$ cat config.mk
export PLATFORM = sky130hd
export DESIGN_NAME = rvx_regfile
export DESIGN_NICKNAME = d
export VERILOG_FILES = /design/src/design/rvx_pkg.sv /design/src/design/rvx_regfile.sv
export SDC_FILE = /design/constraint.sdc
export NUM_CORES = 1
export LEC_CHECK = 0
export ABC_AREA = 0
export BUFFER_PORTS_ARGS = -buffer_cell sky130_fd_sc_hd__buf_2
export CORE_ASPECT_RATIO = 1.75
export CORE_UTILIZATION = 40
export CTS_BUF_LIST = sky130_fd_sc_hd__clkbuf_8
export DETAILED_ROUTE_END_ITERATION = 7
export PLACE_DENSITY_LB_ADDON = 0.25
export SETUP_SLACK_MARGIN = 0.5
export SYNTH_ARGS = -nofsm -noshare
export SYNTH_HDL_FRONTEND = slang
export SYNTH_SLANG_ARGS = --single-unit
$ cat constraint.sdc
create_clock -name clk -period 1.7 [get_ports clk]
set_input_delay 0.085 -clock clk [delete_from_list [all_inputs] [get_ports clk]]
set_output_delay 0.085 -clock clk [all_outputs]
set_load 0.02 [all_outputs]
$ cat src/design/rvx_pkg.sv
// Package for the RV32IM execute block: opcodes, CSR numbers, state and result types.
// Used by every module in the design folder; has no dependencies.
package rvx_pkg;

    localparam logic [6:0] OP_LUI    = 7'h37;
    localparam logic [6:0] OP_AUIPC  = 7'h17;
    localparam logic [6:0] OP_JAL    = 7'h6F;
    localparam logic [6:0] OP_JALR   = 7'h67;
    localparam logic [6:0] OP_LOAD   = 7'h03;
    localparam logic [6:0] OP_STORE  = 7'h23;
    localparam logic [6:0] OP_IMM    = 7'h13;
    localparam logic [6:0] OP_BRANCH = 7'h63;
    localparam logic [6:0] OP_REG    = 7'h33;
    localparam logic [6:0] OP_SYSTEM = 7'h73;

    localparam logic [11:0] CSR_MEPC    = 12'h341;
    localparam logic [11:0] CSR_MTVEC   = 12'h305;
    localparam logic [11:0] CSR_MSTATUS = 12'h300;
    localparam logic [11:0] CSR_MCAUSE  = 12'h342;

    localparam logic [31:0] WORD_MRET   = 32'h30200073;
    localparam logic [31:0] WORD_ECALL  = 32'h00000073;
    localparam logic [31:0] WORD_EBREAK = 32'h00100073;
    localparam logic [31:0] CAUSE_ECALL = 32'h0000000b;
    localparam logic [31:0] BOOT_RESET  = 32'h80000000;
    localparam logic [31:0] JALR_MASK   = 32'hFFFFFFFE;

    localparam logic        CMD_EXEC = 1'b0;
    localparam logic        CMD_LOAD = 1'b1;

    typedef enum logic [2:0] {
        ST_IDLE,
        ST_READ,
        ST_EXEC,
        ST_DIV,
        ST_WRITE,
        ST_OUT
    } state_t;

    typedef struct packed {
        logic        start;
        logic        is_signed;
        logic        want_rem;
    } div_ctl_t;

    typedef struct packed {
        logic        busy;
        logic        done;
    } div_sts_t;

    typedef struct packed {
        logic [31:0] next_pc;
        logic        mem_read;
        logic        mem_write;
        logic [31:0] mem_address;
        logic [1:0]  mem_size;
        logic [31:0] write_data;
        logic        trap_taken;
        logic        halted;
        logic [31:0] halt_code;
        logic        illegal;
    } result_t;

    localparam int RESULT_W = 32 + 1 + 1 + 32 + 2 + 32 + 1 + 1 + 32 + 1;
    localparam int RES_BYTES_W = ((RESULT_W + 7) / 8) * 8;
    localparam int IN_W = 64;

endpackage

$ cat src/design/rvx_regfile.sv
// Register file of 32 words with two registered read ports and one write port.
// Depends on rvx_pkg; entries clear through valid bits at reset, x0 reads zero.
module rvx_regfile
    import rvx_pkg::*;
(
    input  logic        clk,
    input  logic        rst_n,
    input  logic [4:0]  raddr_a,
    input  logic [4:0]  raddr_b,
    output logic [31:0] rdata_a,
    output logic [31:0] rdata_b,
    input  logic        we,
    input  logic [4:0]  waddr,
    input  logic [31:0] wdata
);

    logic [31:0] mem [32];
    logic [31:0] valid_reg;
    logic [31:0] ra_reg;
    logic [31:0] rb_reg;
    logic        va_reg;
    logic        vb_reg;

    always_ff @(posedge clk)
    begin
        if (we)
        begin
            mem[waddr] <= wdata;
        end
        ra_reg <= mem[raddr_a];
        rb_reg <= mem[raddr_b];
    end

    always_ff @(posedge clk or negedge rst_n)
    begin
        if (!rst_n)
        begin
            valid_reg <= '0;
            va_reg    <= 1'b0;
            vb_reg    <= 1'b0;
        end
        else
        begin
            if (we && waddr != 5'd0)
            begin
                valid_reg[waddr] <= 1'b1;
            end
            va_reg <= valid_reg[raddr_a] && raddr_a != 5'd0;
            vb_reg <= valid_reg[raddr_b] && raddr_b != 5'd0;
        end
    end

    assign rdata_a = va_reg ? ra_reg : 32'd0;
    assign rdata_b = vb_reg ? rb_reg : 32'd0;

endmodule

==> impl_metrics.csv, run 1 <==
group,metric,value,unit
outcome,status,"finished with violations",
outcome,violations,"setup timing",
sta,setup_ws,-365,ps
layout,area_delta_synth_final,22.6,%
worst_setup_path,crit_type,"flop to output port",
routing,detail-route-antenna-nets,0,
worst_hold_path,hold_class,"primary input to flop",
placement,place_congestion,0.872,
routing,drc,0,
floorplan,coreArea,0.127,sq mm
pwr,peakVddDrop,0.658,mV
sta,tightest_slew,831,ps
grt,grt_pass1_wl,254,mm
sta,skew,33.9,ps
grt,grt_pass1_vias,34400,
synth,syn_nets,2877,
worst_setup_path,cp-end-kind,"output port",
sta,rsz0062_at_grt,"true",
floorplan,start_util,40.3,%
cts,numCtsBuffers,160,
layout,fin_nets,3366,
cts,worstSkewPairLatency,880,ps
worst_setup_path,crit_buf_inv,3,
placement,portBuffers,113,
sta,hold_violations,0,
synth,synth_cells,2827,
worst_setup_path,critPathArrivalTime,1980,ps
cts,cts_tree,"done",
worst_setup_path,crit_required,1620,ps
cts,clock_path_buffers,3,
routing,drtIter0Drc,3369,
grt,grt_max_degree,43,
placement,dpl_worst_slack,-257,ps
routing,viasPerCell,6.33,
layout,fillers,10400,
placement,dpl.hpwl,114,mm
layout,largest_reg_flops,1024,
synth,syn_area_per_cell,18.1,sq um
worst_setup_path,crit_chain,"buf_12, buf_16, and2_4, buf_6",
sta,whs,55.3,ps
sta,min_period_over_period,121,%
synth,syn_area,0.0512,sq mm
routing,vias,32400,
floorplan,fp.dieW,273,um
routing,dr.pass1.iters,8,
cts,clk_pin_slew,70,ps
sta,drv_slew,0,
worst_setup_path,cp-startpoint,"va_reg$_DFF_PN0_",
cts,htreeDepth,4,
layout,final_layout_size_suffix_gt1_share,43.2,%
worst_hold_path,hp-start,"waddr[0]",
worst_setup_path,crit_path_max_incr_delay,460,ps
worst_setup_path,cp-start-kind,"flop",
layout,finalNonFillerCells,5117,
sta,fmax,484,MHz
grt,antenna_found_initial,8,
cts,clock-root-buffer,"clkbuf_8",
synth,ys_warn_count,0,
layout,regMostFlops,"mem",
floorplan,rows,173,
pwr,power_density,980,mW/mm^2
floorplan,die_height,475,um
synth,post_synth_num_cell_types,38,
synth,ys_ff_latch,1122,
sta,slew_headroom,44.6,%
cts,cts_sinks,1122,
sta,setup_viol,64,
routing,wl_per_cell,35.4,um
floorplan,dieArea,0.130,sq mm
grt,grt_usage,28.2,%
floorplan,ios,114,
placement,dp_cells,4743,
sta,finalWorstPathRequiredPeriod,2070,ps
flow_run,cap_violations,0,
worst_setup_path,reg2reg_from,"mem[12][3]$_DFFE_PP_",
worst_setup_path,cp_max_fo,8,
synth,seq_area_frac_synth,64.2,%
routing,wirelength,181,mm
worst_setup_path,cp_top_family,"flip-flops",
grt,grt-ovfl-total,0,
worst_setup_path,slowest_stage,"dfrtp_2",
pwr,power_leakage,21.9,nW
tightest hold or removal path: stages:
cell and delay [ps]:
buf_2 90, nand3b_1 160, buf_12 190, nor2_4 80
buf_4 160
routing by layer:
metal	wire, um	vias up	share of wire, %	GRT usage (%)
met4	12500	6	6.9	17.6
met5	30	-	0.017	0
li1	-	12900	-	-
met3	12600	562	6.9	4.80
met2	91100	1709	50	48.0
met1	65100	17200	36	33.1
cell usage after synthesis:
cell,number,area [sq um]
clkbuf_1,83,312
buf_2,67,335
o22ai_1,115,719
clkinv_1,1,3.75
mux2i_1,353,3530
and2_1,66,413
o22a_1,13,114
a221oi_2,35,526
o221a_2,14,158
nand3_1,4,20.0
a211oi_1,66,495
or3b_2,4,35.0
edfxtp_1,1024,30700
buf_6,17,191
or2_2,31,194
a221oi_1,84,736
nand3b_1,7,52.6
buf_8,1,15.0
nand2b_1,3,18.8
o21ai_0,27,135
nor2_1,56,210
dfxtp_1,64,1280
a221o_1,2,20.0
or3_1,4,25.0
nand4_1,2,12.5
a22oi_1,35,263
buf_4,58,435
nand2_1,67,251
buf_12,2,40.0
dfrtp_1,34,851
buf_1,5,18.8
nor2_2,1,6.26
mux4_2,346,7790
mux2_2,93,1050
o211ai_1,2,15.0
or3b_1,1,8.76
nor2b_1,8,50.1
a21oi_1,32,160
path summary, 6_finish.rpt:
| kind | end | slack (ps) | depth (start not counted) |
|---|---|---|---|
| setup / recovery | rdata_a[3] | -370 | 4 |
| hold / removal | mem[26][24]$_DFFE_PP_ | 60 | 5 |
| setup reg to reg | ra_reg[3]$_DFF_P_ | 90 | 4 |
| hold reg to reg | valid_reg[0]$_DFFE_PN0P_ | 400 | 0 |
| max in group asynchronous | va_reg$_DFF_PN0_ | 700 | 3 |
| min in group asynchronous | valid_reg[27]$_DFFE_PN0P_ | 420 | 3 |
area by class of cell:
class / count / area, sq um / share of cell area [%]
clock inverters: 104 / 644 / 1.03
diodes: 3 / 7.51 / 0.0120
well taps: 1662 / 2080 / 3.31
multi-input cells: 1471 / 18400 / 29.3
clock buffers: 194 / 2670 / 4.25
repair buffers: 560 / 6150 / 9.79
flip-flops and latches: 1122 / 32900 / 52.4
inverters: 1 / 3.75 / 0.00598
repair_timing:
item / 4_1_cts / 5_1_grt
endpoints found under the hold margin: 1177 / 35
buffers inserted: 9 / 9
resized for setup: 317 / 74
hold buffers: 49 / 4
gates cloned: 3 / 0
pin swaps: 78 / 38
setup endpoints to repair: 130 / 140
cell usage in the layout, fill, tap and decap left out, types with 8 or more instances in the layout:
| cell type | count |
|---|---|
| a211oi_1 | 27 |
| a211oi_2 | 33 |
| a21oi_1 | 16 |
| a21oi_2 | 15 |
| a221oi_1 | 75 |
| a221oi_2 | 39 |
| a22oi_1 | 27 |
| a22oi_2 | 8 |
| and2_1 | 21 |
| and2_4 | 44 |
| buf_12 | 130 |
| buf_2 | 41 |
| buf_4 | 282 |
| buf_6 | 46 |
| bufinv_16 | 8 |
| clkbuf_8 | 194 |
| clkinv_1 | 28 |
| clkinv_2 | 16 |
| dfrtp_1 | 32 |
| dfxtp_1 | 64 |
| dlygate4sd3_1 | 47 |
| edfxtp_1 | 1024 |
| inv_1 | 48 |
| mux2_2 | 45 |
| mux2_4 | 48 |
| mux2i_1 | 350 |
| mux4_2 | 346 |
| nand2_1 | 18 |
| nand2_2 | 42 |
| nor2_1 | 21 |
| nor2_4 | 33 |
| o21ai_0 | 18 |
| o221a_2 | 12 |
| o22a_1 | 13 |
| o22ai_1 | 101 |
| o22ai_2 | 14 |
| or2_2 | 31 |
through the flow:
stage | total power [mW] | area (sq um) | setup TNS (ps) | utilization (%)
after floorplan | 35.4 | 51500 | -38550 | -
after global placement | 38.5 | 57300 | -5090 | 45.1
after detailed placement | 38.6 | 57300 | -5180 | 45.1
after CTS | 61.7 | 62300 | -22720 | 49.1
after global routing | 63.2 | 62800 | -21180 | 49.4
final | 61.6 | 62800 | -17490 | 49.4
kinds of logic after synthesis:
group / after synthesis / synth area share, %
buf+inv: 234 / 2.64
compound gates: 425 / 6.52
flops: 1122 / 64.2
mux: 792 / 24.1
simple gates: 254 / 2.53
where the power goes:
| part | switching [mW] | total, mW | leakage (nW) | internal [mW] |
|---|---|---|---|---|
| Combinational | 4.35 | 8.06 | 9.82 | 3.71 |
| Sequential | 0.453 | 31.2 | 10.2 | 30.8 |
| Clock | 10.7 | 22.3 | 1.88 | 11.6 |
| Total | 15.5 | 61.6 | 21.9 | 46.0 |
No activity file was read; power rests on OpenSTA's default activity.
==> run 2, diff against run 1 <==
clock period = 2.05 ns   (was 1.7 ns; I/O delays follow)
==> run 2 against run 1 <==
The run still ends with setup timing left. Non-clock buffer count shrank 138. Sequential share of layout area grew 2.0 points. Core utilization shrank 1.8 points. Die area is the same. Sequential power shrank 17%. Hold slack lost 14 ps. Clock skew grew 14 ps. Via count shrank 3.4%. Count of clock-buffer cells in the layout shrank 23. Routed wire length shrank 5.8%. Final area shrank 3.6%. Largest cell class unchanged. Largest power group unchanged.
==> impl_metrics.csv, run 2 (same netlist as run 1, synthesis figures left out) <==
group,metric,value,unit
worst_setup_path,cp-start-kind,"flop",
routing,wl_per_cell,34.4,um
floorplan,dieArea,0.130,sq mm
layout,final_common_cell,"edfxtp_1",
floorplan,rows,173,
sta,setup_ws,-45.8,ps
routing,drtIter0Drc,2816,
grt,gr-usage-met2,46.0,%
outcome,violations,"setup timing",
sta,slew_headroom,45.8,%
layout,regMostFlops,"mem",
cts,cts_tree,"done",
cts,clk_pin_slew,70,ps
sta,skew,48.4,ps
layout,fin_nets,3223,
placement,dpl.hpwl,104,mm
worst_setup_path,critPathArrivalTime,1990,ps
routing,viasPerCell,6.30,
outcome,status,"finished with violations",
placement,dpl_worst_slack,24.7,ps
worst_hold_path,hold_class,"primary input to flop",
layout,finalNonFillerCells,4967,
cts,worstSkewPairLatency,900,ps
sta,tns,-931,ps
grt,gr-usage-met3,4.32,%
worst_setup_path,crit_required,1950,ps
routing,vias,31300,
worst_setup_path,r2r_cells,4,
pwr,p_total,48.8,mW
routing,wirelength,171,mm
grt,grt-ovfl-total,0,
cts,htreeDepth,4,
grt,grt_pass1_vias,33100,
sta,hold_violations,0,
routing,detail-route-antenna-nets,0,
layout,final_layout_size_suffix_gt1_share,37.2,%
grt,grt_max_degree,64,
grt,grt_usage,26.2,%
floorplan,ios,114,
layout,area_delta_synth_final,18.1,%
placement,dp_cells,4601,
layout,largest_reg_flops,1024,
worst_setup_path,cp_max_fo,8,
worst_setup_path,cp-end-kind,"output port",
worst_hold_path,hold_path_depth,4,
pwr,power_density,806,mW/mm^2
grt,use_met1,30.6,%
placement,portBuffers,113,
grt,antenna_found_initial,11,
pwr,peakVddDrop,0.535,mV
layout,layout_common_cells,"edfxtp_1 (1,024), mux2i_1 (353), mux4_2 (346), clkbuf_8 (171), buf_4 (139)",
routing,drc,0,
sta,setup_viol,31,
cts,clock-root-buffer,"clkbuf_8",
worst_setup_path,crit_type,"flop to output port",
sta,whs,41.7,ps
sta,fmax,477,MHz
placement,place_congestion,0.847,
layout,multi_input_area,0.0177,sq mm
cts,clock_path_buffers,3,
floorplan,fp.dieW,273,um
flow_run,cap_violations,0,
layout,regArea,0.0329,sq mm
grt,busiest_layer,"met2",
routing,dr.pass1.iters,8,
floorplan,die_height,475,um
floorplan,coreArea,0.127,sq mm
sta,rsz0062_at_grt,"true",
sta,tightest_slew,814,ps
cts,numCtsBuffers,155,
cts,cts_sinks,1122,
sta,min_period_over_period,102,%
layout,fillers,10600,
sta,drv_slew,0,
sta,finalWorstPathRequiredPeriod,2100,ps
floorplan,start_util,40.3,%
pwr,power_leakage,20.6,nW
grt,grt_pass1_wl,239,mm
run 2: final cells by class:
type                    instances  area share [%]
flip-flops and latches       1122            54.3
multi-input cells            1471            29.2
repair buffers                422            8.14
clock buffers                 171            3.89
well taps                    1662            3.44
clock inverters               116           0.986
diodes                          2         0.00827
inverters                       1         0.00620
run 2: worst max-delay path, stage by stage (launching register included):
cell and delay (ps):
dfrtp_4 530, buf_12 170, buf_16 150, and2_4 140
buf_6 120
run 2: what timing repair did:
item	in CTS	in global routing
endpoints found under the hold margin	1130	0
setup endpoints to repair	78	124
gates resized for setup	132	86
buffers inserted	4	9
hold buffers	55	0
pin swaps	1	9
cloned	1	8
run 2: report_power, final:
part / internal, mW / switching, mW
logic: 2.77 / 3.30
registers: 25.5 / 0.383
clock network: 8.09 / 8.70
total: 36.4 / 12.4
run 2: path summary, 6_finish.rpt:
| check | from | to | slack, ps |
|---|---|---|---|
| setup / recovery | va_reg$_DFF_PN0_ | rdata_a[2] | -50 |
| min in group asynchronous | rst_n | valid_reg[23]$_DFFE_PN0P_ | 470 |
| hold / removal | waddr[4] | mem[7][8]$_DFFE_PP_ | 40 |
| hold reg to reg | valid_reg[0]$_DFFE_PN0P_ | valid_reg[0]$_DFFE_PN0P_ | 400 |
| setup reg to reg | mem[27][6]$_DFFE_PP_ | ra_reg[6]$_DFF_P_ | 510 |
| max in group asynchronous | rst_n | vb_reg$_DFF_PN0_ | 980 |
run 2: routing by layer:
metal / part of all wire (%) / vias up
met1: 36 / 16700
met5: 0.035 / -
met4: 5.5 / 8
met2: 52 / 1522
met3: 6.5 / 427
li1: - / 12600
run 2: per-stage QoR:
step	util, %	cell area [sq um]
after floorplan	-	51600
after global placement	44.0	55900
after detailed placement	44.0	55900
after CTS	47.2	59900
after global routing	47.6	60500
final	47.6	60500
