===== src/design/rvx_pkg.sv =====
// Package for the RV32IM execute block: opcodes, CSR numbers, state and result types.
// Used by every module in the design folder; has no dependencies.
package rvx_pkg;

    localparam logic [6:0] OP_LUI    = 7'h37;
    localparam logic [6:0] OP_AUIPC  = 7'h17;
    localparam logic [6:0] OP_JAL    = 7'h6F;
    localparam logic [6:0] OP_JALR   = 7'h67;
    localparam logic [6:0] OP_LOAD   = 7'h03;
    localparam logic [6:0] OP_STORE  = 7'h23;
    localparam logic [6:0] OP_IMM    = 7'h13;
    localparam logic [6:0] OP_BRANCH = 7'h63;
    localparam logic [6:0] OP_REG    = 7'h33;
    localparam logic [6:0] OP_SYSTEM = 7'h73;

    localparam logic [11:0] CSR_MEPC    = 12'h341;
    localparam logic [11:0] CSR_MTVEC   = 12'h305;
    localparam logic [11:0] CSR_MSTATUS = 12'h300;
    localparam logic [11:0] CSR_MCAUSE  = 12'h342;

    localparam logic [31:0] WORD_MRET   = 32'h30200073;
    localparam logic [31:0] WORD_ECALL  = 32'h00000073;
    localparam logic [31:0] WORD_EBREAK = 32'h00100073;
    localparam logic [31:0] CAUSE_ECALL = 32'h0000000b;
    localparam logic [31:0] BOOT_RESET  = 32'h80000000;
    localparam logic [31:0] JALR_MASK   = 32'hFFFFFFFE;

    localparam logic        CMD_EXEC = 1'b0;
    localparam logic        CMD_LOAD = 1'b1;

    typedef enum logic [2:0] {
        ST_IDLE,
        ST_READ,
        ST_EXEC,
        ST_DIV,
        ST_WRITE,
        ST_OUT
    } state_t;

    typedef struct packed {
        logic        start;
        logic        is_signed;
        logic        want_rem;
    } div_ctl_t;

    typedef struct packed {
        logic        busy;
        logic        done;
    } div_sts_t;

    typedef struct packed {
        logic [31:0] next_pc;
        logic        mem_read;
        logic        mem_write;
        logic [31:0] mem_address;
        logic [1:0]  mem_size;
        logic [31:0] write_data;
        logic        trap_taken;
        logic        halted;
        logic [31:0] halt_code;
        logic        illegal;
    } result_t;

    localparam int RESULT_W = 32 + 1 + 1 + 32 + 2 + 32 + 1 + 1 + 32 + 1;
    localparam int RES_BYTES_W = ((RESULT_W + 7) / 8) * 8;
    localparam int IN_W = 64;

endpackage


===== src/design/rvx_divider.sv =====
// Radix-2 restoring divider, one quotient bit a cycle, with the RISC-V rules
// for divide by zero and signed overflow. Depends on rvx_pkg.
module rvx_divider
    import rvx_pkg::*;
(
    input  logic        clk,
    input  logic        rst_n,
    input  div_ctl_t    ctl,
    input  logic [31:0] dividend,
    input  logic [31:0] divisor,
    output div_sts_t    sts,
    output logic [31:0] result
);

    logic [31:0] quo_reg, quo_next;
    logic [31:0] rem_reg, rem_next;
    logic [31:0] dvs_reg, dvs_next;
    logic [5:0]  cnt_reg, cnt_next;
    logic        busy_reg, busy_next;
    logic        done_reg, done_next;
    logic        negq_reg, negq_next;
    logic        negr_reg, negr_next;
    logic        rem_sel_reg, rem_sel_next;
    logic        zero_reg, zero_next;
    logic [31:0] orig_reg, orig_next;
    logic [32:0] trial;
    logic [31:0] ua;
    logic [31:0] ub;
    logic        na;
    logic        nb;
    logic [31:0] q_fix;
    logic [31:0] r_fix;

    always_comb
    begin
        na = ctl.is_signed && dividend[31];
        nb = ctl.is_signed && divisor[31];
        ua = na ? (32'd0 - dividend) : dividend;
        ub = nb ? (32'd0 - divisor) : divisor;
        trial = {rem_reg, quo_reg[31]} - {1'b0, dvs_reg};

        quo_next     = quo_reg;
        rem_next     = rem_reg;
        dvs_next     = dvs_reg;
        cnt_next     = cnt_reg;
        busy_next    = busy_reg;
        done_next    = 1'b0;
        negq_next    = negq_reg;
        negr_next    = negr_reg;
        rem_sel_next = rem_sel_reg;
        zero_next    = zero_reg;
        orig_next    = orig_reg;

        if (ctl.start)
        begin
            quo_next     = ua;
            rem_next     = 32'd0;
            dvs_next     = ub;
            cnt_next     = 6'd32;
            busy_next    = 1'b1;
            negq_next    = na ^ nb;
            negr_next    = na;
            rem_sel_next = ctl.want_rem;
            zero_next    = divisor == 32'd0;
            orig_next    = dividend;
        end
        else if (busy_reg)
        begin
            if (!trial[32])
            begin
                rem_next = trial[31:0];
                quo_next = {quo_reg[30:0], 1'b1};
            end
            else
            begin
                rem_next = {rem_reg[30:0], quo_reg[31]};
                quo_next = {quo_reg[30:0], 1'b0};
            end
            cnt_next = cnt_reg - 6'd1;
            if (cnt_reg == 6'd1)
            begin
                busy_next = 1'b0;
                done_next = 1'b1;
            end
        end

        q_fix = negq_reg ? (32'd0 - quo_reg) : quo_reg;
        r_fix = negr_reg ? (32'd0 - rem_reg) : rem_reg;
        if (zero_reg)
        begin
            result = rem_sel_reg ? orig_reg : 32'hFFFFFFFF;
        end
        else
        begin
            result = rem_sel_reg ? r_fix : q_fix;
        end
    end

    always_ff @(posedge clk)
    begin
        quo_reg     <= quo_next;
        rem_reg     <= rem_next;
        dvs_reg     <= dvs_next;
        negq_reg    <= negq_next;
        negr_reg    <= negr_next;
        rem_sel_reg <= rem_sel_next;
        zero_reg    <= zero_next;
        orig_reg    <= orig_next;
    end

    always_ff @(posedge clk or negedge rst_n)
    begin
        if (!rst_n)
        begin
            cnt_reg  <= '0;
            busy_reg <= 1'b0;
            done_reg <= 1'b0;
        end
        else
        begin
            cnt_reg  <= cnt_next;
            busy_reg <= busy_next;
            done_reg <= done_next;
        end
    end

    assign sts.busy = busy_reg;
    assign sts.done = done_reg;

endmodule


===== config.mk =====
export PLATFORM = sky130hd
export DESIGN_NAME = rvx_divider
export DESIGN_NICKNAME = d
export VERILOG_FILES = /design/src/design/rvx_pkg.sv /design/src/design/rvx_divider.sv
export SDC_FILE = /design/constraint.sdc
export NUM_CORES = 1
export LEC_CHECK = 0
export BUFFER_PORTS_ARGS = -buffer_cell sky130_fd_sc_hd__buf_4
export CORE_UTILIZATION = 30
export DETAILED_ROUTE_END_ITERATION = 8
export PLACE_DENSITY_LB_ADDON = 0.3
export SLEW_MARGIN = 30
export SYNTH_ARGS = -nofsm -noshare
export SYNTH_HDL_FRONTEND = slang
export SYNTH_SLANG_ARGS = --single-unit

===== constraint.sdc =====
create_clock -name clk -period 3.5 [get_ports clk]
set_input_delay 0.525 -clock clk [delete_from_list [all_inputs] [get_ports clk]]
set_output_delay 0.525 -clock clk [all_outputs]
set_load 0.01 [all_outputs]

==> metrics.md, run 1 <==
| Metric | Value |
|---|---|
| Outcome | `complete, but fails checks` |
| Violated checks | `negative setup slack` |
| Global-route total usage across every layer | `17.02%` |
| Dominant combinational cell family by area after synthesis | `compound AO/OA/AOI/OAI gates` |
| Share of post-route cells with drive strength above 1 | `18.80%` |
| Xor-xnor portion of the synthesized cell area | `12.53%` |
| CTS Root Cell | `sky130_fd_sc_hd__clkbuf_16` |
| Std cell rows | `67` |
| Required @ worst endpoint | `2.97 ns` |
| Sum of overflow across all layers after global routing | `0` |
| Detailed placement HPWL | `21.76 mm` |
| CP startpoint kind | `register` |
| Area growth, synth to finish | `23.65%` |
| Post-route met1 wirelength | `13.02 mm` |
| Post-layout min period | `3.701 ns` |
| Max-capacitance violation count | `0` |
| Footprint of the multi-input gates | `0.006208 sq mm` |
| Total clock buffers created by CTS | `17` |
| Met3 wire length | `1.142 mm` |
| Max Root-Sink Buffers | `2` |
| Post-detailed-route count of antenna-violating nets | `0` |
| RSZ-0062 raised after global routing | `true` |
| Crit path capture type | `output port` |
| Power density of the placed cells | `472.5 mW/mm^2` |
| Classification of the worst-slack hold path | `input port to register` |
| VDD IR-drop max | `0.0002136 V` |
| Static power due to leakage | `5.271 nW` |
| Mux share of post-synthesis cell area | `3.811%` |
| Placement-stage cell area | `0.01170 sq mm` |
| Synth cell types | `72` |
| Die Footprint | `0.03500 sq mm` |
| Residual DRC | `0` |
| CTS sink cnt | `140` |
| Total power of the final layout | `0.006005 W` |
| Die W | `187.1 microns` |
| Setup slack, reg-to-reg | `0.23 ns` |
| Util after Layout | `37.80%` |
| Synth Instances | `1,143` |
| Net count of the mapped netlist | `1,251` |
| Hold worst-path end | `rem_sel_reg` |
| Starting DRC count in detailed routing | `511` |
| Sequential cell area in the final layout | `0.003846 sq mm` |
| Number of vias per cell | `5.225` |
| Largest net degree at the start of global routing | `78` |
| Register area share after synthesis | `37.40%` |
| Quantity of I/O buffers inserted on ports | `102` |
| Worst path setup slack after routing | `-0.2012 ns` |
| Worst clock skew on the final layout | `0.007765 ns` |
| Fin cells | `1,735` |
| Worst-case reg-to-reg path depth | `13` |
| Initial Utilization | `30.57%` |
| Wire length after detailed routing | `29.96 mm` |
| Filler cell count in the final layout | `3,406` |
| Final slew viol count | `0` |
| Adder-cell share of the synthesized area | `4.821%` |
| Highest Clock Rate | `270.2 MHz` |
| Core region area | `0.03362 sq mm` |
| Compound-cell area share of the yosys netlist | `20.28%` |
| Register bit count reported by yosys | `140` |
| R2r endpoint | `rem_reg[10]` |
| CTS H-tree lvls | `4` |
| IO Count | `103` |
| Most common cell after layout, fill and taps aside | `sky130_fd_sc_hd__buf_4` |
| Top metal layer carrying routed signals | `met4` |
| Global-route wire length before repair | `47.47 mm` |
| Wire length on met2 | `14.87 mm` |
| Portion of the clock cycle consumed by the worst path in the final layout | `105.7%` |
| Gpl congestion | `0.8744` |
| Net count of the finished layout | `1,382` |
| Crit-path max FO | `5` |
| Total of endpoints with negative setup slack in the final report | `10` |
| Clock transition at the register clock pins on the worst setup and hold paths after CTS | `0.06 ns` |
| Clock Latency Late Sink | `0.43 ns` |
| Endpoint arrival time on the critical path | `3.18 ns` |
| Placed Instances | `1,676` |
| Synthesized area | `0.01028 sq mm` |
| Yosys warns | `0` |
| Total number of vias | `9,066` |
| Number of hold-slack violations in the final timing report | `0` |
| Clock tree from TritonCTS | `built` |
| Top FF cell, synth | `sky130_fd_sc_hd__edfxtp_1` |
| Syn avg cell area | `8.992 sq um` |
| Headroom to the max-slew limit | `26.53%` |
| Via count of the first global-routing pass | `8,808` |
| Source of the worst register-to-register timing path | `quo_reg[31]` |
| DRT Pass-1 Iters | `5` |
| EDFF count, synth | `100` |
| Antenna diode instance count | `0` |
| Share of synthesized flip-flops with an asynchronous set or reset | `5.714%` |
| Worst Tran Pin Value | `1.102 ns` |
| Leading cell types in the layout, fill and taps excluded | `156 x sky130_fd_sc_hd__buf_4, 120 x sky130_fd_sc_hd__nor2_1, 104 x sky130_fd_sc_hd__a21oi_1` |
| Launch instance of the worst min-delay path | `ctl[0]` |
| Instance count along the most critical hold path | `1` |
| Startpoint-to-endpoint class of the critical path | `register to output port` |
| Fraction of the mapped netlist area in simple logic gates | `16.75%` |
| Die height | `187.1 microns` |
| Number of antenna violations at the first check in global routing | `0` |
| Wirelength per Cell | `17.27 microns` |
| Final Cell Area | `0.01271 sq mm` |
cells by family after synthesis:
family	count (synthesis)
xor gates and xnor gates	147
buffers and inverters	114
AOI/OAI and AO/OA	318
adders and majority gates	39
muxes	39
and+or+nand+nor	346
DFF	140
Yosys cell counts (11+ instances only):
master | instances | area (sq um)
sky130_fd_sc_hd__o21ai_1 | 11 | 55.05
sky130_fd_sc_hd__nor4_1 | 18 | 112.6
sky130_fd_sc_hd__o31ai_1 | 20 | 150.1
sky130_fd_sc_hd__and3_1 | 12 | 75.07
sky130_fd_sc_hd__nand2_1 | 76 | 285.3
sky130_fd_sc_hd__clkbuf_1 | 44 | 165.2
sky130_fd_sc_hd__xor2_1 | 78 | 683.2
sky130_fd_sc_hd__ha_1 | 38 | 475.5
sky130_fd_sc_hd__dfxtp_1 | 32 | 640.6
sky130_fd_sc_hd__nand2b_1 | 19 | 118.9
sky130_fd_sc_hd__nor3_1 | 26 | 130.1
sky130_fd_sc_hd__inv_1 | 59 | 221.5
sky130_fd_sc_hd__xnor2_1 | 69 | 604.3
sky130_fd_sc_hd__a211oi_1 | 22 | 165.2
sky130_fd_sc_hd__a21o_1 | 13 | 97.59
sky130_fd_sc_hd__a21oi_1 | 104 | 520.5
sky130_fd_sc_hd__nand3_1 | 17 | 85.08
sky130_fd_sc_hd__edfxtp_1 | 100 | 3003
sky130_fd_sc_hd__nor2_1 | 122 | 457.9
sky130_fd_sc_hd__a22oi_1 | 36 | 270.3
sky130_fd_sc_hd__o21ai_0 | 44 | 220.2
sky130_fd_sc_hd__mux2i_1 | 38 | 380.4
sky130_fd_sc_hd__o41ai_1 | 11 | 96.34
repair_timing:
item / 4_1_cts / 5_1_grt
setup buffers: 16 / 16
hold endpoints to repair: 8 / 0
hold buffers: 1 / 0
resized for setup: 16 / 29
pin swaps: 12 / 18
setup endpoints to repair: 11 / 18
power breakdown:
part | total (W) | switching (W) | internal (W)
logic | 0.00205 | 0.00113 | 0.000918
clock network | 0.00178 | 0.000730 | 0.00105
registers | 0.00218 | 0.000193 | 0.00199
total | 0.00601 | 0.00205 | 0.00396
worst max-delay path by stage:
stage	slack, ns	end	startpoint
after floorplan	0.42	result[26]	quo_reg[12]
after detailed placement	0.05	result[31]	quo_reg[13]
after global placement	0.1	result[31]	quo_reg[9]
after global routing	-0.26	result[29]	quo_reg[6]
final	-0.20	result[27]	quo_reg[10]
after CTS	-0.18	result[31]	quo_reg[2]
per-stage QoR:
stage               setup TNS, ns  hold slack (ns)  setup slack (ns)
floorplan                       0           0.2294            0.4237
global placement                0           0.3489           0.09946
detailed placement              0           0.3502           0.04606
CTS                       -0.9494           0.2623           -0.1771
global route               -2.175           0.2669           -0.2608
finish                     -1.022           0.2747           -0.2012
metal layers:
metal	global-route usage (%)	vias up
li1	-	4450
met1	21.42	4349
met2	29.37	215
met3	1.932	52
met4	7.219	0
met5	0	-
critical path, cell delays in order (launching register included):
cell and delay (ns):
sky130_fd_sc_hd__edfxtp_1 0.39, sky130_fd_sc_hd__or4_4 0.55, sky130_fd_sc_hd__or2_4 0.28, sky130_fd_sc_hd__or3_4 0.34
sky130_fd_sc_hd__or3_4 0.41, sky130_fd_sc_hd__buf_4 0.16, sky130_fd_sc_hd__o21ai_2 0.13, sky130_fd_sc_hd__xor2_1 0.08
sky130_fd_sc_hd__a22oi_1 0.23, sky130_fd_sc_hd__buf_4 0.17
cell type report:
class / count / area share (%)
tap: 448 / 4.411
sequential: 140 / 30.26
timing repair buffer: 167 / 10.32
multi-input combinational: 889 / 48.85
clock inverter: 11 / 0.9452
clock buffer: 21 / 3.466
inverter: 59 / 1.743
Note: power is estimated with default switching activity, not from simulation.
==> inputs of run 2 (changes only) <==
--- a/config.mk
+++ b/config.mk
@@ -13,3 +13,4 @@
 export SYNTH_ARGS = -nofsm -noshare
 export SYNTH_HDL_FRONTEND = slang
 export SYNTH_SLANG_ARGS = --single-unit
+export TNS_END_PERCENT = 1
==> constraint.sdc (replaced) <==
create_clock -name clk -period 4.2 [get_ports clk]
set_input_delay 0.63 -clock clk [delete_from_list [all_inputs] [get_ports clk]]
set_output_delay 0.63 -clock clk [all_outputs]
set_load 0.01 [all_outputs]
==> metrics.md, run 2 (synthesis gave the netlist of run 1 again) <==
| Metric | Value |
|---|---|
| IO Count | `103 (unchanged)` |
| Global-route wire length before repair | `46.04 mm (-3.0%)` |
| Max-capacitance violation count | `0 (unchanged)` |
| Headroom to the max-slew limit | `42.22% (+16 points)` |
| Die height | `187.1 microns (unchanged)` |
| Worst clock skew on the final layout | `0.01111 ns (+0.003347 ns)` |
| Final slew viol count | `0 (unchanged)` |
| Net count of the finished layout | `1,332 (-3.6%)` |
| Number of antenna violations at the first check in global routing | `0 (unchanged)` |
| Sum of overflow across all layers after global routing | `0 (unchanged)` |
| Area growth, synth to finish | `17.69%` |
| Total of endpoints with negative setup slack in the final report | `0 (-10)` |
| Post-layout min period | `3.942 ns` |
| Share of power burned in combinational logic | `32.5% (-1.6 points)` |
| Via count of the first global-routing pass | `8,595 (-2.4%)` |
| Part of the total power dissipated in sequential elements | `37.1% (+0.7 points)` |
| Die Footprint | `0.03500 sq mm (unchanged)` |
| Crit-path max FO | `5 (unchanged)` |
| Series of cell instances along the critical path | `nor4_1 -> nand3_1 -> or2_1 -> or3_1 -> or3_4 -> o41ai_2 -> xor2_1 -> a22oi_1 -> buf_4` |
| Total clock buffers created by CTS | `17 (unchanged)` |
| Most common cell after layout, fill and taps aside | `sky130_fd_sc_hd__nor2_1` |
| Detailed placement HPWL | `21.15 mm (-2.8%)` |
| Antenna diode instance count | `0 (unchanged)` |
| Share of total power in the clock network | `30.4% (+0.8 points)` |
| Total power of the final layout | `0.004892 W (-19%)` |
| CTS sink cnt | `140 (unchanged)` |
| Startpoint-to-endpoint class of the critical path | `register to output port` |
| Worst path setup slack after routing | `0.2584 ns (+0.4596 ns)` |
| Highest Clock Rate | `253.7 MHz` |
| Wire length after detailed routing | `28.91 mm (-3.5%)` |
| Gpl congestion | `0.8506 (-2.7%)` |
| Std cell rows | `67 (unchanged)` |
| Die W | `187.1 microns (unchanged)` |
| Global-route total usage across every layer | `16.49% (-0.53 points)` |
| Number of hold-slack violations in the final timing report | `0 (unchanged)` |
| Quantity of I/O buffers inserted on ports | `102 (unchanged)` |
| Share of post-route cells with drive strength above 1 | `13.42% (-5.4 points)` |
| Total of hold buffers inserted after clock tree synthesis | `0 (-1)` |
| Outcome | `finished clean` |
| RSZ-0062 raised after global routing | `false` |
| Proportion of total power due to net switching | `33.55% (-0.59 points)` |
| CTS Root Cell | `sky130_fd_sc_hd__clkbuf_16` |
| Power density of the placed cells | `404.5 mW/mm^2 (-14%)` |
| DRT Pass-1 Iters | `5 (unchanged)` |
| Portion of the clock cycle consumed by the worst path in the final layout | `93.85%` |
| VDD IR-drop max | `0.0002217 V (+3.8%)` |
| Clock transition at the register clock pins on the worst setup and hold paths after CTS | `0.07 ns (about the same)` |
| Classification of the worst-slack hold path | `input port to asynchronous set/reset pin` |
| Wirelength per Cell | `17.16 microns (-0.63%)` |
| Static power due to leakage | `4.969 nW (-5.7%)` |
| Largest net degree at the start of global routing | `103 (+32%)` |
| CTS H-tree lvls | `4 (unchanged)` |
| Core region area | `0.03362 sq mm (unchanged)` |
| Number of buffer and inverter stages on the critical path | `1 (-1)` |
| Max Root-Sink Buffers | `2 (unchanged)` |
| Maximum single-stage delay on the critical path | `0.44 ns (-0.11 ns)` |
| Number of setup buffers added after CTS | `0 (-16)` |
| Crit path capture type | `output port` |
| Top cell family by delay on the critical path | `simple AND/OR/NAND/NOR gates` |
| Number of vias per cell | `5.216 (-0.18%)` |
| Total number of vias | `8,789 (-3.1%)` |
| Starting DRC count in detailed routing | `701 (+37%)` |
| Power Internal | `0.003251 W (-18%)` |
| CP startpoint kind | `register` |
| Required @ worst endpoint | `3.57 ns (+0.60 ns)` |
| Slowest cell on the critical path | `sky130_fd_sc_hd__edfxtp_1` |
| Net switching power | `0.001641 W (-20%)` |
| Worst Tran Pin Value | `0.8667 ns (-0.2354 ns)` |
| Post-detailed-route count of antenna-violating nets | `0 (unchanged)` |
| Util after Layout | `35.98% (-1.8 points)` |
| Clock tree from TritonCTS | `built` |
| Leading cell types in the layout, fill and taps excluded | `121 x sky130_fd_sc_hd__nor2_1, 114 x sky130_fd_sc_hd__buf_4, 104 x sky130_fd_sc_hd__a21oi_1` |
| Clock Latency Late Sink | `0.43 ns (about the same)` |
| Initial Utilization | `30.57% (unchanged)` |
| Setup slack at placement | `0.6814 ns (+0.6353 ns)` |
| Endpoint arrival time on the critical path | `3.31 ns (+0.13 ns)` |
| Residual DRC | `0 (unchanged)` |
| Setup total negative slack | `0 ns (+1.022 ns)` |
run 2: changes by cell type in the layout (fill, tap and decap cells not counted), moves of 3 or more:
cell,before,now
sky130_fd_sc_hd__buf_4,156,114
sky130_fd_sc_hd__o31ai_4,3,0
sky130_fd_sc_hd__a22oi_2,3,0
sky130_fd_sc_hd__o41ai_4,4,1
sky130_fd_sc_hd__a22oi_1,33,36
sky130_fd_sc_hd__buf_6,8,1
run 2: path summary, 6_finish.rpt:
check	end	cells past startpoint	slack (ns)	start
setup / recovery	result[29]	9	0.26	quo_reg[9]
hold / removal	cnt_reg[1]	1	0.01	rst_n
setup reg to reg	rem_reg[1]	12	0.69	quo_reg[31]
hold reg to reg	cnt_reg[5]	2	0.53	cnt_reg[5]
max in group asynchronous	busy_reg	1	4.06	rst_n
min in group clk	rem_sel_reg	1	0.38	ctl[0]
run 2: stage by stage:
stage / cell area, sq um / instances / hold WS [ns]
2_1_floorplan: 10280 / 1143 / 0.3344
3_3_place_gp: 11500 / 1652 / 0.4544
3_5_place_dp: 11500 / 1652 / 0.4570
4_1_cts: 12070 / 1684 / 0.002248
5_1_grt: 12100 / 1685 / 0.005766
6_report: 12100 / 1685 / 0.01273
run 2: layout make-up:
type                            count  area, sq um
Clock buffer                       24        471.7
Tap cell                          448        560.5
Inverter                           59        221.5
Clock inverter                      8        92.59
Sequential cell                   140         3844
Timing Repair Buffer              117        902.1
Multi-Input combinational cell    889         6003
Fill cell                        3418        21520
run 2: what timing repair did:
item                                    in CTS  in global routing
resized for setup                            0                  1
endpoints found under the hold margin        0                  0
endpoints found under the setup margin       0                  3
run 2: power groups by stage:
stage          logic [W]  clock network [W]  registers, W
3_3_place_gp     0.00157                  0       0.00184
6_report         0.00159            0.00149       0.00181
4_1_cts          0.00159            0.00151       0.00181
5_1_grt          0.00177            0.00156       0.00183
2_1_floorplan    0.00109                  0       0.00179
3_5_place_dp     0.00158                  0       0.00184
run 2: metal layers:
layer / vias up / GRT usage (%) / routed length (microns)
met2: 203 / 28.01 / 13960
met5: - / 0 / 0
met4: 0 / 6.463 / 839
li1: 4348 / - / -
met1: 4194 / 21.06 / 13070
met3: 44 / 2.289 / 1042
==> inputs of run 3 (changes only) <==
--- a/config.mk
+++ b/config.mk
@@ -6,7 +6,10 @@
 export NUM_CORES = 1
 export LEC_CHECK = 0
 export BUFFER_PORTS_ARGS = -buffer_cell sky130_fd_sc_hd__buf_4
+export CELL_PAD_IN_SITES_DETAIL_PLACEMENT = 1
+export CELL_PAD_IN_SITES_GLOBAL_PLACEMENT = 1
 export CORE_UTILIZATION = 30
+export CTS_CLUSTER_DIAMETER = 100
 export DETAILED_ROUTE_END_ITERATION = 8
 export PLACE_DENSITY_LB_ADDON = 0.3
 export SLEW_MARGIN = 30
==> metrics.md, run 3 (synthesis gave the netlist of run 1 again) <==
| Metric | Value |
|---|---|
| Global-route layer with the greatest usage | `met2` |
| Highest Clock Rate | `251.5 MHz (-0.89%)` |
| Total of endpoints with negative setup slack in the final report | `0 (unchanged)` |
| Static power due to leakage | `5.006 nW (+0.74%)` |
| Max-capacitance violation count | `0 (unchanged)` |
| Startpoint-to-endpoint class of the critical path | `register to output port` |
| Setup slack, reg-to-reg | `0.72 ns (+0.03 ns)` |
| Post-layout min period | `3.977 ns (+0.03522 ns)` |
| Global-route wire length before repair | `50.90 mm (+11%)` |
| Number of hold-slack violations in the final timing report | `0 (unchanged)` |
| Total power of the final layout | `0.005094 W (+4.1%)` |
| Most common cell after layout, fill and taps aside | `sky130_fd_sc_hd__nor2_1` |
| Total of hold buffers inserted after clock tree synthesis | `0 (unchanged)` |
| Global-route met3 utilization | `2.195% (-0.094 points)` |
| Cell repeated most along the worst path | `sky130_fd_sc_hd__or3_4` |
| Total number of vias | `8,906 (+1.3%)` |
| Power density of the placed cells | `418.5 mW/mm^2 (+3.5%)` |
| Worst slack on hold paths | `0.009349 ns (-0.003382 ns)` |
| Fin cells | `1,688 (+0.18%)` |
| Clock tree from TritonCTS | `built` |
| Top cell family by delay on the critical path | `simple AND/OR/NAND/NOR gates` |
| Setup total negative slack | `0 ns (unchanged)` |
| Number of cells on the critical path | `9 (unchanged)` |
| Final slew viol count | `0 (unchanged)` |
| Slowest cell on the critical path | `sky130_fd_sc_hd__edfxtp_1` |
| Initial Utilization | `30.57% (unchanged)` |
| Die W | `187.1 microns (unchanged)` |
| Sum of overflow across all layers after global routing | `0 (unchanged)` |
| Via count of the first global-routing pass | `9,287 (+8.1%)` |
| Endpoint arrival time on the critical path | `3.35 ns (+0.04 ns)` |
| Gpl congestion | `0.8004 (-5.9%)` |
| IO Count | `103 (unchanged)` |
| Starting DRC count in detailed routing | `416 (-41%)` |
| Worst clock skew on the final layout | `0.01130 ns (+0.0001851 ns)` |
| Classification of the worst-slack hold path | `input port to asynchronous set/reset pin` |
| CTS sink cnt | `140 (unchanged)` |
| CTS H-tree lvls | `4 (unchanged)` |
| Number of vias per cell | `5.276 (+1.2%)` |
| Wirelength per Cell | `18.69 microns (+8.9%)` |
| Largest net degree at the start of global routing | `91 (-12%)` |
| Number of antenna violations at the first check in global routing | `0 (unchanged)` |
| Crit-path max FO | `4 (-1)` |
| Portion of the clock cycle consumed by the worst path in the final layout | `94.69% (+0.84 points)` |
| Placed Instances | `1,656 (+0.24%)` |
| Die height | `187.1 microns (unchanged)` |
| Total clock buffers created by CTS | `17 (unchanged)` |
| Max Root-Sink Buffers | `2 (unchanged)` |
| Net count of the finished layout | `1,335 (+0.23%)` |
| Outcome | `finished clean` |
| Detailed placement HPWL | `23.49 mm (+11%)` |
| Worst Tran Pin Value | `0.7913 ns (-0.07535 ns)` |
| Share of post-route cells with drive strength above 1 | `13.87% (+0.45 points)` |
| Clock transition at the register clock pins on the worst setup and hold paths after CTS | `0.07 ns (about the same)` |
| Std cell rows | `67 (unchanged)` |
| Maximum single-stage delay on the critical path | `0.45 ns (about the same)` |
| Quantity of I/O buffers inserted on ports | `102 (unchanged)` |
| Wire length after detailed routing | `31.54 mm (+9.1%)` |
| Series of cell instances along the critical path | `nor4_4 -> nand3_1 -> or2_1 -> or3_4 -> or3_4 -> o31ai_2 -> xor2_1 -> a22oi_1 -> buf_4` |
| Global-route total usage across every layer | `18.22% (+1.7 points)` |
| Antenna diode instance count | `0 (unchanged)` |
| Required @ worst endpoint | `3.57 ns (about the same)` |
| Post-detailed-route count of antenna-violating nets | `0 (unchanged)` |
| Headroom to the max-slew limit | `47.19% (+5.0 points)` |
| Worst-case reg-to-reg path depth | `12 (unchanged)` |
| Source of the worst register-to-register timing path | `quo_reg[31]` |
| Core region area | `0.03362 sq mm (unchanged)` |
| Residual DRC | `0 (unchanged)` |
| Clock Latency Late Sink | `0.43 ns (about the same)` |
| Fraction of met2 tracks used by global routing | `33.17% (+5.2 points)` |
| CP startpoint kind | `register` |
| RSZ-0062 raised after global routing | `false` |
| Area growth, synth to finish | `18.44%` |
| Number of buffer and inverter stages on the critical path | `1 (unchanged)` |
| VDD IR-drop max | `0.0003034 V (+37%)` |
| Crit path capture type | `output port` |
| Die Footprint | `0.03500 sq mm (unchanged)` |
| GR met1 Demand/Resource | `22.42% (+1.4 points)` |
| Leading cell types in the layout, fill and taps excluded | `121 x sky130_fd_sc_hd__nor2_1, 117 x sky130_fd_sc_hd__buf_4, 104 x sky130_fd_sc_hd__a21oi_1` |
| DRT Pass-1 Iters | `5 (unchanged)` |
| CTS Root Cell | `sky130_fd_sc_hd__clkbuf_16` |
| R2r endpoint | `rem_reg[1]` |
-- run 3: changes by cell type in the layout (fill, tap and decap cells not counted), sizes merged --
cell    delta
buf        +3
clkbuf     -3
bufinv     +2
inv        +1
-- run 3: layout make-up --
class,count,area (sq um)
timing repair buffer,120,920.9
sequential,140,3844
inverter,59,221.5
tap,448,560.5
fill,3846,21440
multi-input combinational,889,5998
clock buffer,21,460.4
clock inverter,11,167.7
-- run 3: per-layer routing --
| layer | wire (microns) | vias up |
|---|---|---|
| met5 | 0 | - |
| met4 | 527 | 0 |
| met3 | 624 | 30 |
| met2 | 16310 | 104 |
| met1 | 14090 | 4421 |
| li1 | - | 4351 |
-- run 3: worst max-delay path by stage --
stage,from,to,slack (ns)
2_1_floorplan,quo_reg[12],result[26],1.02
3_3_place_gp,quo_reg[9],result[31],0.69
3_5_place_dp,quo_reg[9],result[28],0.64
4_1_cts,quo_reg[9],result[28],0.15
5_1_grt,quo_reg[9],result[28],0.02
6_report,quo_reg[5],result[28],0.22
-- run 3: per-stage QoR --
| step | util [%] | setup slack (ns) | instance area, sq um |
|---|---|---|---|
| global route | 36.21 | 0.01693 | 12170 |
| finish | 36.21 | 0.2232 | 12170 |
| global placement | 34.29 | 0.6918 | 11530 |
| CTS | 36.19 | 0.1500 | 12170 |
| detailed placement | 34.32 | 0.6355 | 11540 |
| floorplan | - | 1.019 | 10280 |
-- run 3: where the power goes --
part           switching (W)  internal (W)  total (W)  leakage (nW)
clock               0.000633       0.00103    0.00166         0.305
sequential          0.000164       0.00166    0.00182          1.35
combinational       0.000917      0.000695    0.00161          3.35
total                0.00171       0.00338    0.00509          5.01
-- run 3: worst reg2reg max path: stages, from the launching register on --
cell                       delay, ns
sky130_fd_sc_hd__edfxtp_1       0.34
sky130_fd_sc_hd__inv_1          0.09
sky130_fd_sc_hd__ha_1           0.23
sky130_fd_sc_hd__fa_1           0.40
sky130_fd_sc_hd__nand2b_1       0.18
sky130_fd_sc_hd__a21o_1         0.18
sky130_fd_sc_hd__a31o_2         0.26
sky130_fd_sc_hd__o311ai_2       0.46
sky130_fd_sc_hd__nand2_1        0.24
sky130_fd_sc_hd__o211ai_4       0.25
sky130_fd_sc_hd__buf_12         0.27
sky130_fd_sc_hd__mux2_1         0.39
sky130_fd_sc_hd__o22ai_1        0.10
-- run 3: repair_timing --
item                                    in CTS  in global routing
gates resized for setup                      0                  1
hold endpoints to repair                     0                  0
endpoints found under the setup margin       0                  2
setup buffers                                0                  0
